===== src/rtl/core/pqrp_pkg.sv =====
// Package with constants, codes and types shared by the palette quantize and pack block.
`timescale 1ns / 1ps
`default_nettype none
package pqrp_pkg;

  localparam int PANEL_WIDTH  = 122;
  localparam int PANEL_HEIGHT = 250;
  localparam int ROW_STRIDE   = 32;
  localparam int STORE_BYTES  = PANEL_HEIGHT * ROW_STRIDE;
  localparam int STORE_AW     = $clog2(STORE_BYTES);

  localparam logic [7:0] FILL_WHITE = 8'h55;

  localparam logic [1:0] KIND_FILL  = 2'd0;
  localparam logic [1:0] KIND_PIXEL = 2'd1;
  localparam logic [1:0] KIND_READ  = 2'd2;

  localparam logic [1:0] CFG_BLACK  = 2'd0;
  localparam logic [1:0] CFG_WHITE  = 2'd1;
  localparam logic [1:0] CFG_YELLOW = 2'd2;
  localparam logic [1:0] CFG_RED    = 2'd3;

  typedef struct packed {
    logic [1:0]  kind;
    logic [7:0]  land_x;
    logic [6:0]  land_y;
    logic [15:0] rgb;
    logic [12:0] read_addr;
  } in_item_t;

  typedef struct packed {
    logic [7:0] read_data;
    logic       pixel_dropped;
    logic [1:0] color_code;
  } out_item_t;

  typedef struct packed {
    logic load;
    logic rd_en;
    logic fill_wr;
    logic merge_wr;
    logic fill_step;
    logic push;
  } cmd_t;

  typedef struct packed {
    logic [1:0] kind;
    logic       wr_ok;
    logic       rd_ok;
    logic       fill_last;
  } stat_t;

endpackage
`default_nettype wire


===== src/rtl/core/pqrp_ctrl.sv =====
// Controller state machine that sequences fill, read-modify-write, read and result hand-off.
`timescale 1ns / 1ps
`default_nettype none
module pqrp_ctrl (
  input  wire logic           clk_i,
  input  wire logic           rst_ni,
  input  wire logic           in_valid_i,
  output logic                in_ready_o,
  output logic                out_valid_o,
  input  wire logic           out_ready_i,
  input  wire pqrp_pkg::stat_t stat_i,
  output pqrp_pkg::cmd_t      cmd_o
);
  import pqrp_pkg::*;

  localparam logic [1:0] S_IDLE  = 2'd0;
  localparam logic [1:0] S_FILL  = 2'd1;
  localparam logic [1:0] S_MERGE = 2'd2;
  localparam logic [1:0] S_PUSH  = 2'd3;

  logic [1:0] state_q, state_d;
  logic       out_valid_q, out_valid_d;
  logic       accept;

  assign in_ready_o  = (state_q == S_IDLE);
  assign accept      = in_valid_i && in_ready_o;
  assign out_valid_o = out_valid_q;

  always_comb begin
    state_d = state_q;
    cmd_o   = '0;
    case (state_q)
      S_IDLE: begin
        if (accept) begin
          cmd_o.load = 1'b1;
          case (stat_i.kind)
            KIND_FILL: begin
              state_d = S_FILL;
            end
            KIND_PIXEL: begin
              if (stat_i.wr_ok) begin
                cmd_o.rd_en = 1'b1;
                state_d     = S_MERGE;
              end else begin
                state_d = S_PUSH;
              end
            end
            KIND_READ: begin
              cmd_o.rd_en = stat_i.rd_ok;
              state_d     = S_PUSH;
            end
            default: begin
              state_d = S_PUSH;
            end
          endcase
        end
      end
      S_FILL: begin
        cmd_o.fill_wr   = 1'b1;
        cmd_o.fill_step = 1'b1;
        if (stat_i.fill_last) begin
          state_d = S_PUSH;
        end
      end
      S_MERGE: begin
        cmd_o.merge_wr = 1'b1;
        state_d        = S_PUSH;
      end
      S_PUSH: begin
        if (!out_valid_q || out_ready_i) begin
          cmd_o.push = 1'b1;
          state_d    = S_IDLE;
        end
      end
      default: begin
        state_d = S_IDLE;
      end
    endcase
  end

  always_comb begin
    out_valid_d = out_valid_q;
    if (cmd_o.push) begin
      out_valid_d = 1'b1;
    end else if (out_ready_i) begin
      out_valid_d = 1'b0;
    end
  end

  always_ff @(posedge clk_i or negedge rst_ni) begin
    if (!rst_ni) begin
      state_q     <= S_IDLE;
      out_valid_q <= 1'b0;
    end else begin
      state_q     <= state_d;
      out_valid_q <= out_valid_d;
    end
  end

endmodule
`default_nettype wire


===== config.mk =====
export PLATFORM = sky130hd
export DESIGN_NAME = pqrp_ctrl
export DESIGN_NICKNAME = d
export VERILOG_FILES = /design/src/rtl/core/pqrp_pkg.sv /design/src/rtl/core/pqrp_ctrl.sv
export SDC_FILE = /design/constraint.sdc
export NUM_CORES = 1
export LEC_CHECK = 0
export BUFFER_PORTS_ARGS = -buffer_cell sky130_fd_sc_hd__buf_2
export CORE_AREA = 8 8 45 47
export DETAILED_ROUTE_END_ITERATION = 10
export DIE_AREA = 0 0 53 55
export SLEW_MARGIN = 10
export SYNTH_ARGS = -nofsm -noshare
export SYNTH_HDL_FRONTEND = slang
export SYNTH_SLANG_ARGS = --single-unit

===== constraint.sdc =====
create_clock -name clk_i -period 1.28 [get_ports clk_i]
set_input_delay 0.256 -clock clk_i [delete_from_list [all_inputs] [get_ports clk_i]]
set_output_delay 0.256 -clock clk_i [all_outputs]
set_load 0.1 [all_outputs]

==> impl_metrics.toml, run 1 <==
[outcome]
outcome = "complete, but fails checks"
violations = "setup timing"

[cells_and_area]
area_delta_synth_final_pct = 122
drive_gt1_share_pct = 77.3
antenna_cells = 0
final_nets = 85
nFillCells = 113
fin_util_pct = 56.5

[clocking]
cts_tree = "done"
clkLatencyLatePin_ns = 0.23
htreeDepth = 1
clkTransAtPathRegs_ns = 0.04
numCtsBuffers = 3
clk_path_buf_depth = 2
clock_sinks = 3
root_buffer = "clkbuf_4"

[route]
drtPass1Iterations = 1
routedWlPerCell_um = 11.7
drc_errors = 0
routed_via_density = 4.05
drt-total-wl_um = 963
first_iter_violations = 0
vias = 332
ant_nets = 0

[die]
core_um2 = 1380
ios = 17
dieArea_um2 = 2920
fp.dieH_um = 55
chipWidth_um = 53
rows = 14
start_util_pct = 25.5

[place]
gp_congestion = 0.666
port_buffers = 16
dp_hpwl_um = 698

[sta]
period_minus_slack_ns = 1.59
finalCritPeriodShare_pct = 124
skew_ns = 0.000557
worstMarginPinSlew_ns = 0.216
hold_violations = 0
drv_slew = 0
slew_headroom_pct = 85.6
setup_viol = 9
setup_slack_ns = -0.310
holdWs_ns = 0.328
rsz0062_at_grt = "yes"
fmax_ghz = 0.629

[min_path]
min_path_cells = 3
hp-class = "primary input to register"

[critical_path]
reg2reg_depth = 6
cp.required_ns = 1.02
path_max_fanout = 3
cp_slowest_cell = "dfrtp_1"
critPathArrivalTime_ns = 1.33
cp_top_family = "flip-flops"
critPathKind = "register to output pin"
critPathCaptureType = "output pin"
cpPeakStageDelay_ns = 0.39
startpoint_type = "register"
worst-path-buf-inv = 2
worstSetupPathDepth = 5
crit_chain = "inv_2, ha_4, and2_4, and3_4, buf_12"

[logic_synthesis]
synth_area_leaders = "ha_1, dfrtp_1, o221ai_4, buf_4, inv_1"
synthesis.nets = 52
ys_types = 19
synthCells = 34
ys_seq_area_share_pct = 21.3
synth_area_um2 = 353
syn_avg_cell_area_um2 = 10.4
ys_ff_latch = 3
synth_top_area_cell = "ha_1"
yosys_warnings = 0
synth_top_area_share_pct = 31.9

[grt]
grt_max_degree = 5
overflow = 0
antenna_found_initial = 0
grt_pass1_vias = 406
grt_use_total_pct = 7.01
grt_pass1_wl_um = 1550

[run]
drv_cap = 0
-- path summary, 6_finish.rpt --
check	start	endpoint	slack, ns
max	state_q[0]	cmd_o[4]	-0.31
min reg2reg	out_valid_o	out_valid_o	0.61
min	out_ready_i	out_valid_o	0.33
max reg2reg	state_q[1]	state_q[1]	-0.13
max in group asynchronous	rst_ni	out_valid_o	0.82
min in group asynchronous	rst_ni	state_q[1]	0.34
-- state kept, by name (all words and copies together), names as in the netlist --
name,count
out_valid_o,1
state_q,2
-- synth_stat cells --
library cell  instances
buf_4                 2
nand2_1               1
nand2b_4              1
o221ai_4              1
dfrtp_1               3
mux2_4                1
a21oi_1               1
nor2_1                1
inv_1                 4
clkinv_1              1
ha_1                  9
inv_2                 1
o21ai_0               1
mux2i_1               1
nand2b_2              1
nand4b_1              1
a22o_1                1
and3_1                1
and2_1                2
-- logic make-up after synthesis --
family / count (synthesis) / synth area share (%)
flops: 3 / 21.3
simple gates: 8 / 16.3
compound gates: 4 / 12.8
mux: 2 / 7.09
fa+ha+maj: 9 / 31.9
buf+inv: 8 / 10.6
-- tightest hold or removal path, delay by kind of cell --
kind,cells,cell delay [ns]
buffers and inverters,1,0.08
AND/OR/NAND/NOR,2,0.19
-- final cells by class --
| class | count | area [um2] | area share, % |
|---|---|---|---|
| clock buffers | 4 | 26.3 | 3.36 |
| inverters | 6 | 23.8 | 3.04 |
| multi-input cells | 23 | 314 | 40.2 |
| flip-flops and latches | 3 | 78.8 | 10.1 |
| well taps | 16 | 20.0 | 2.56 |
| repair buffers | 30 | 319 | 40.8 |
-- stage by stage --
stage	TNS (ns)	std cells	worst slack [ns]	cell area, um2
6_report	-1.84	82	-0.310	782
3_3_place_gp	-0.313	71	-0.105	639
4_1_cts	-1.85	81	-0.321	763
3_5_place_dp	-0.345	71	-0.127	639
2_1_floorplan	-2.38	34	-0.652	394
5_1_grt	-2.23	82	-0.365	782
-- per-layer routing --
metal | track usage, % | vias up | share of wire, %
met5 | 0 | - | 0
met4 | 3.88 | 0 | 0
met3 | 2.14 | 0 | 9.9
met2 | 12.5 | 13 | 53
met1 | 7.18 | 146 | 37
li1 | - | 173 | -
-- timing repair --
action,in CTS,in global routing
cloned,0,0
pin swaps,5,0
hold buffers,1,0
setup endpoints to repair,9,9
gates resized for setup,9,3
buffers inserted,6,1
endpoints found under the hold margin,3,0
-- placed cells by master (no fill, tap or decap), types with 2 or more instances in the layout --
master	Yosys	routed
dfrtp_1	3	2
ha_4	0	4
and2_4	0	2
inv_1	4	2
inv_2	1	3
ha_1	9	4
buf_6	0	3
clkbuf_4	0	3
buf_4	2	10
buf_12	0	8
buf_2	0	8
Power of run 1 is left out: the tool's default activity adds up to more than one toggle a clock period on the data nets, which glitch-free logic cannot reach.
==> run 2, diff against run 1 <==
Settings changed: CORE_AREA 8 8 45 47 to 2 2 39 41, DIE_AREA 0 0 53 55 to 0 0 41 43, MAX_ROUTING_LAYER from default to met4.
==> impl_metrics.toml, run 2 (synthesized netlist as in run 1, its figures left out) <==
[cells_and_area]
final_nets = 87
largest_reg_flops = 2
drive_gt1_share_pct = 76.5
area_delta_synth_final_pct = 133
layout_common_cells = "buf_2, buf_12, buf_6, buf_4, ha_4"
fin_cells = 84
largest_register = "state_q"
antenna_cells = 0

[die]
start_util_pct = 25.5
fp.dieH_um = 43
dieArea_um2 = 1760
ios = 17
rows = 14
core_um2 = 1380
chipWidth_um = 41

[clocking]
cts_tree = "done"
root_buffer = "clkbuf_4"
clkTransAtPathRegs_ns = 0.04
numCtsBuffers = 3
clock_sinks = 3
clkLatencyLatePin_ns = 0.24
clk_path_buf_depth = 2
htreeDepth = 1

[min_path]
min_from = "out_ready_i"
hold_end = "out_valid_o"
hp-class = "primary input to register"
min_path_cells = 3

[sta]
rsz0062_at_grt = "yes"
setup_slack_ns = -0.339
drv_slew = 0
hold_violations = 0
fmax_ghz = 0.618
skew_ns = 0.000496
finalCritPeriodShare_pct = 127
setup_viol = 9
slew_headroom_pct = 86.6
holdWs_ns = 0.317
period_minus_slack_ns = 1.62
worstMarginPinSlew_ns = 0.201

[grt]
grt_pass1_wl_um = 1530
grt_pass1_vias = 397
grt_max_degree = 5
grt_use_total_pct = 13.2
antenna_found_initial = 0
overflow = 0

[route]
first_iter_violations = 0
drt-total-wl_um = 922
vias = 361
drtPass1Iterations = 1
drc_errors = 0
ant_nets = 0
routedWlPerCell_um = 11.0
routed_via_density = 4.30

[place]
gp_congestion = 0.623
port_buffers = 16
dp_hpwl_um = 632
dpl.cell_count = 71

[critical_path]
critPathCaptureType = "output pin"
r2r_end = "state_q[1]"
reg2reg_slack_ns = -0.14
timing.rr.start = "state_q[0]"
cp.required_ns = 1.02
reg2reg_depth = 7
startpoint_type = "register"
path_max_fanout = 2
critPathArrivalTime_ns = 1.36
critPathKind = "register to output pin"

[run]
drv_cap = 0

[outcome]
outcome = "complete, but fails checks"
violations = "setup timing"
[run 2: cell count changes in the layout (fill, tap and decap cells not counted), sizes merged]
cell,change
buf,+2
[run 2: cell type report]
cell class                      count  area, um2
Clock buffer                        4       26.3
Timing Repair Buffer               32        353
Tap cell                           16       20.0
Inverter                            6       23.8
Multi-Input combinational cell     23        320
Sequential cell                     3       78.8
Fill cell                         112        562
[run 2: critical path, cell delays in order, from the launching register on]
cell	delay [ns]
dfrtp_1	0.40
inv_2	0.10
ha_4	0.14
and2_4	0.13
and3_4	0.18
buf_12	0.17
[run 2: stage by stage]
stage | setup TNS, ns | utilization [%] | cell area [um2] | setup WS [ns]
finish | -2.29 | 59.4 | 822 | -0.339
global route | -2.69 | 59.4 | 822 | -0.394
CTS | -1.90 | 54.4 | 753 | -0.320
detailed placement | -0.387 | 46.2 | 639 | -0.128
global placement | -0.308 | 46.2 | 639 | -0.104
floorplan | -2.38 | - | 394 | -0.652
[run 2: worst max-delay path by stage]
stage	from	endpoint	slack, ns
floorplan	state_q[1]	cmd_o[4]	-0.65
global placement	state_q[1]	state_q[1]	-0.10
detailed placement	stat_i[3]	cmd_o[4]	-0.13
CTS	state_q[1]	cmd_o[4]	-0.32
global route	state_q[1]	cmd_o[4]	-0.39
finish	state_q[0]	cmd_o[4]	-0.34
[run 2: metal layers]
layer | vias up | part of all wire [%] | track usage (%)
li1 | 177 | - | -
met1 | 165 | 38 | 13.7
met2 | 15 | 54 | 21.3
met3 | 4 | 6.2 | 4.71
met4 | 0 | 2.5 | 6.00
met5 | - | 0 | -
[run 2: repair_timing]
item,in CTS,in global routing
setup endpoints to repair,9,9
hold buffers,1,0
buffers inserted,5,3
endpoints found under the hold margin,3,0
gates resized for setup,8,9
pin swaps,3,4
Power of run 2 is left out for the same reason.
==> run 3, diff against run 2 <==
Settings changed: CELL_PAD_IN_SITES_DETAIL_PLACEMENT from default to 0, CELL_PAD_IN_SITES_GLOBAL_PLACEMENT from default to 1, CORE_AREA 2 2 39 41 to default, CORE_UTILIZATION from default to 27, DIE_AREA 0 0 41 43 to default, PLACE_DENSITY_LB_ADDON from default to 0.1.
==> impl_metrics.toml, run 3 (synthesized netlist as in run 1, its figures left out) <==
[sta]
slew_headroom_pct = 85.1
period_minus_slack_ns = 1.59
rsz0062_at_grt = "yes"
skew_ns = 0.00509
setup_viol = 9
hold_violations = 0
drv_slew = 0
worstMarginPinSlew_ns = 0.224
setup_slack_ns = -0.312
finalCritPeriodShare_pct = 124
fmax_ghz = 0.628

[critical_path]
critPathArrivalTime_ns = 1.34
cp.required_ns = 1.02
cpPeakStageDelay_ns = 0.40
path_max_fanout = 2
reg2reg_depth = 7
r2r_end = "state_q[1]"
cp_slowest_cell = "dfrtp_1"
timing.rr.start = "state_q[0]"
crit_chain = "inv_2, ha_4, and2_4, and3_4, buf_12"
reg2reg_slack_ns = -0.17
critPathCaptureType = "output pin"
startpoint_type = "register"
critPathKind = "register to output pin"

[run]
drv_cap = 0

[cells_and_area]
multi_input_area_um2 = 300
layout_common_cells = "buf_4, buf_2, buf_12, buf_6, ha_1"
nFillCells = 83
antenna_cells = 0
area_delta_synth_final_pct = 128
largest_reg_flops = 2
final_nets = 89
final_common_cell = "buf_4"
final_area_um2 = 806
seqCellArea_um2 = 78.8
drive_gt1_share_pct = 75.7
largest_register = "state_q"

[die]
chipWidth_um = 38.2
ios = 17
start_util_pct = 30.5
core_um2 = 1160
dieArea_um2 = 1460
rows = 12
fp.dieH_um = 38.2

[grt]
grt_pass1_vias = 389
overflow = 0
grt_use_total_pct = 16.5
antenna_found_initial = 0
grt_pass1_wl_um = 1520
grt_max_degree = 5

[clocking]
clock_sinks = 3
numCtsBuffers = 3
clk_path_buf_depth = 2
clkLatencyLatePin_ns = 0.24
root_buffer = "clkbuf_4"
htreeDepth = 1
clkTransAtPathRegs_ns = 0.04
cts_tree = "done"

[outcome]
outcome = "complete, but fails checks"
violations = "setup timing"

[place]
place_area_um2 = 659
dp_hpwl_um = 618
gp_congestion = 0.716
port_buffers = 16
place_ws_ns = -0.108

[route]
drc_errors = 0
routedWlPerCell_um = 11.2
routed_via_density = 4.30
vias = 361
ant_nets = 0
drt-total-wl_um = 938
drtPass1Iterations = 3
first_iter_violations = 5

[min_path]
hp-class = "primary input to register"
min_path_cells = 3
hold_end = "out_valid_o"
min_from = "out_ready_i"
==> run 3: area by class of cell <==
class,count,share of cell area (%)
multi-input cells,23,37.3
inverters,6,2.80
repair buffers,34,44.7
well taps,14,2.17
clock buffers,4,3.26
flip-flops and latches,3,9.78
==> run 3: routing by layer <==
metal / share of wire [%] / wire length, um / global-route usage (%)
met1: 34 / 316 / 12.1
met3: 5.0 / 47 / 4.07
met2: 58 / 547 / 32.6
met5: 0 / 0 / -
met4: 2.8 / 26 / 12.5
==> run 3: timing repair <==
| action | 4_1_cts | 5_1_grt |
|---|---|---|
| endpoints found under the setup margin | 9 | 9 |
| hold buffers | 1 | 0 |
| buffers inserted | 7 | 1 |
| resized for setup | 10 | 3 |
| pin swaps | 2 | 1 |
| endpoints found under the hold margin | 3 | 0 |
==> run 3: per-stage QoR <==
step / setup TNS, ns / util [%] / std cells / hold WS [ns]
global route: -2.27 / 69.7 / 84 / 0.336
detailed placement: -0.298 / 57.0 / 72 / 0.0557
CTS: -2.00 / 68.4 / 84 / 0.317
finish: -1.94 / 69.7 / 84 / 0.331
floorplan: -2.38 / - / 34 / -0.0396
global placement: -0.222 / 57.0 / 72 / 0.0508
==> run 3: worst max-delay path by stage <==
stage               start    endpoint  slack, ns  depth (start not counted)
4_1_cts        state_q[1]    cmd_o[4]      -0.29                          5
6_report       state_q[0]    cmd_o[4]      -0.31                          5
5_1_grt        state_q[0]    cmd_o[4]      -0.36                          5
3_3_place_gp   state_q[1]  state_q[1]      -0.09                          5
3_5_place_dp    stat_i[3]    cmd_o[4]      -0.11                          6
2_1_floorplan  state_q[1]    cmd_o[4]      -0.65                          4
==> run 3: critical path: cells and delay by family, from the launching register on <==
family / cells / cell delay (ns)
DFF: 1 / 0.40
and+or+nand+nor: 2 / 0.31
buffers and inverters: 2 / 0.27
adders and majority gates: 1 / 0.13
Power of run 3 is left out for the same reason.
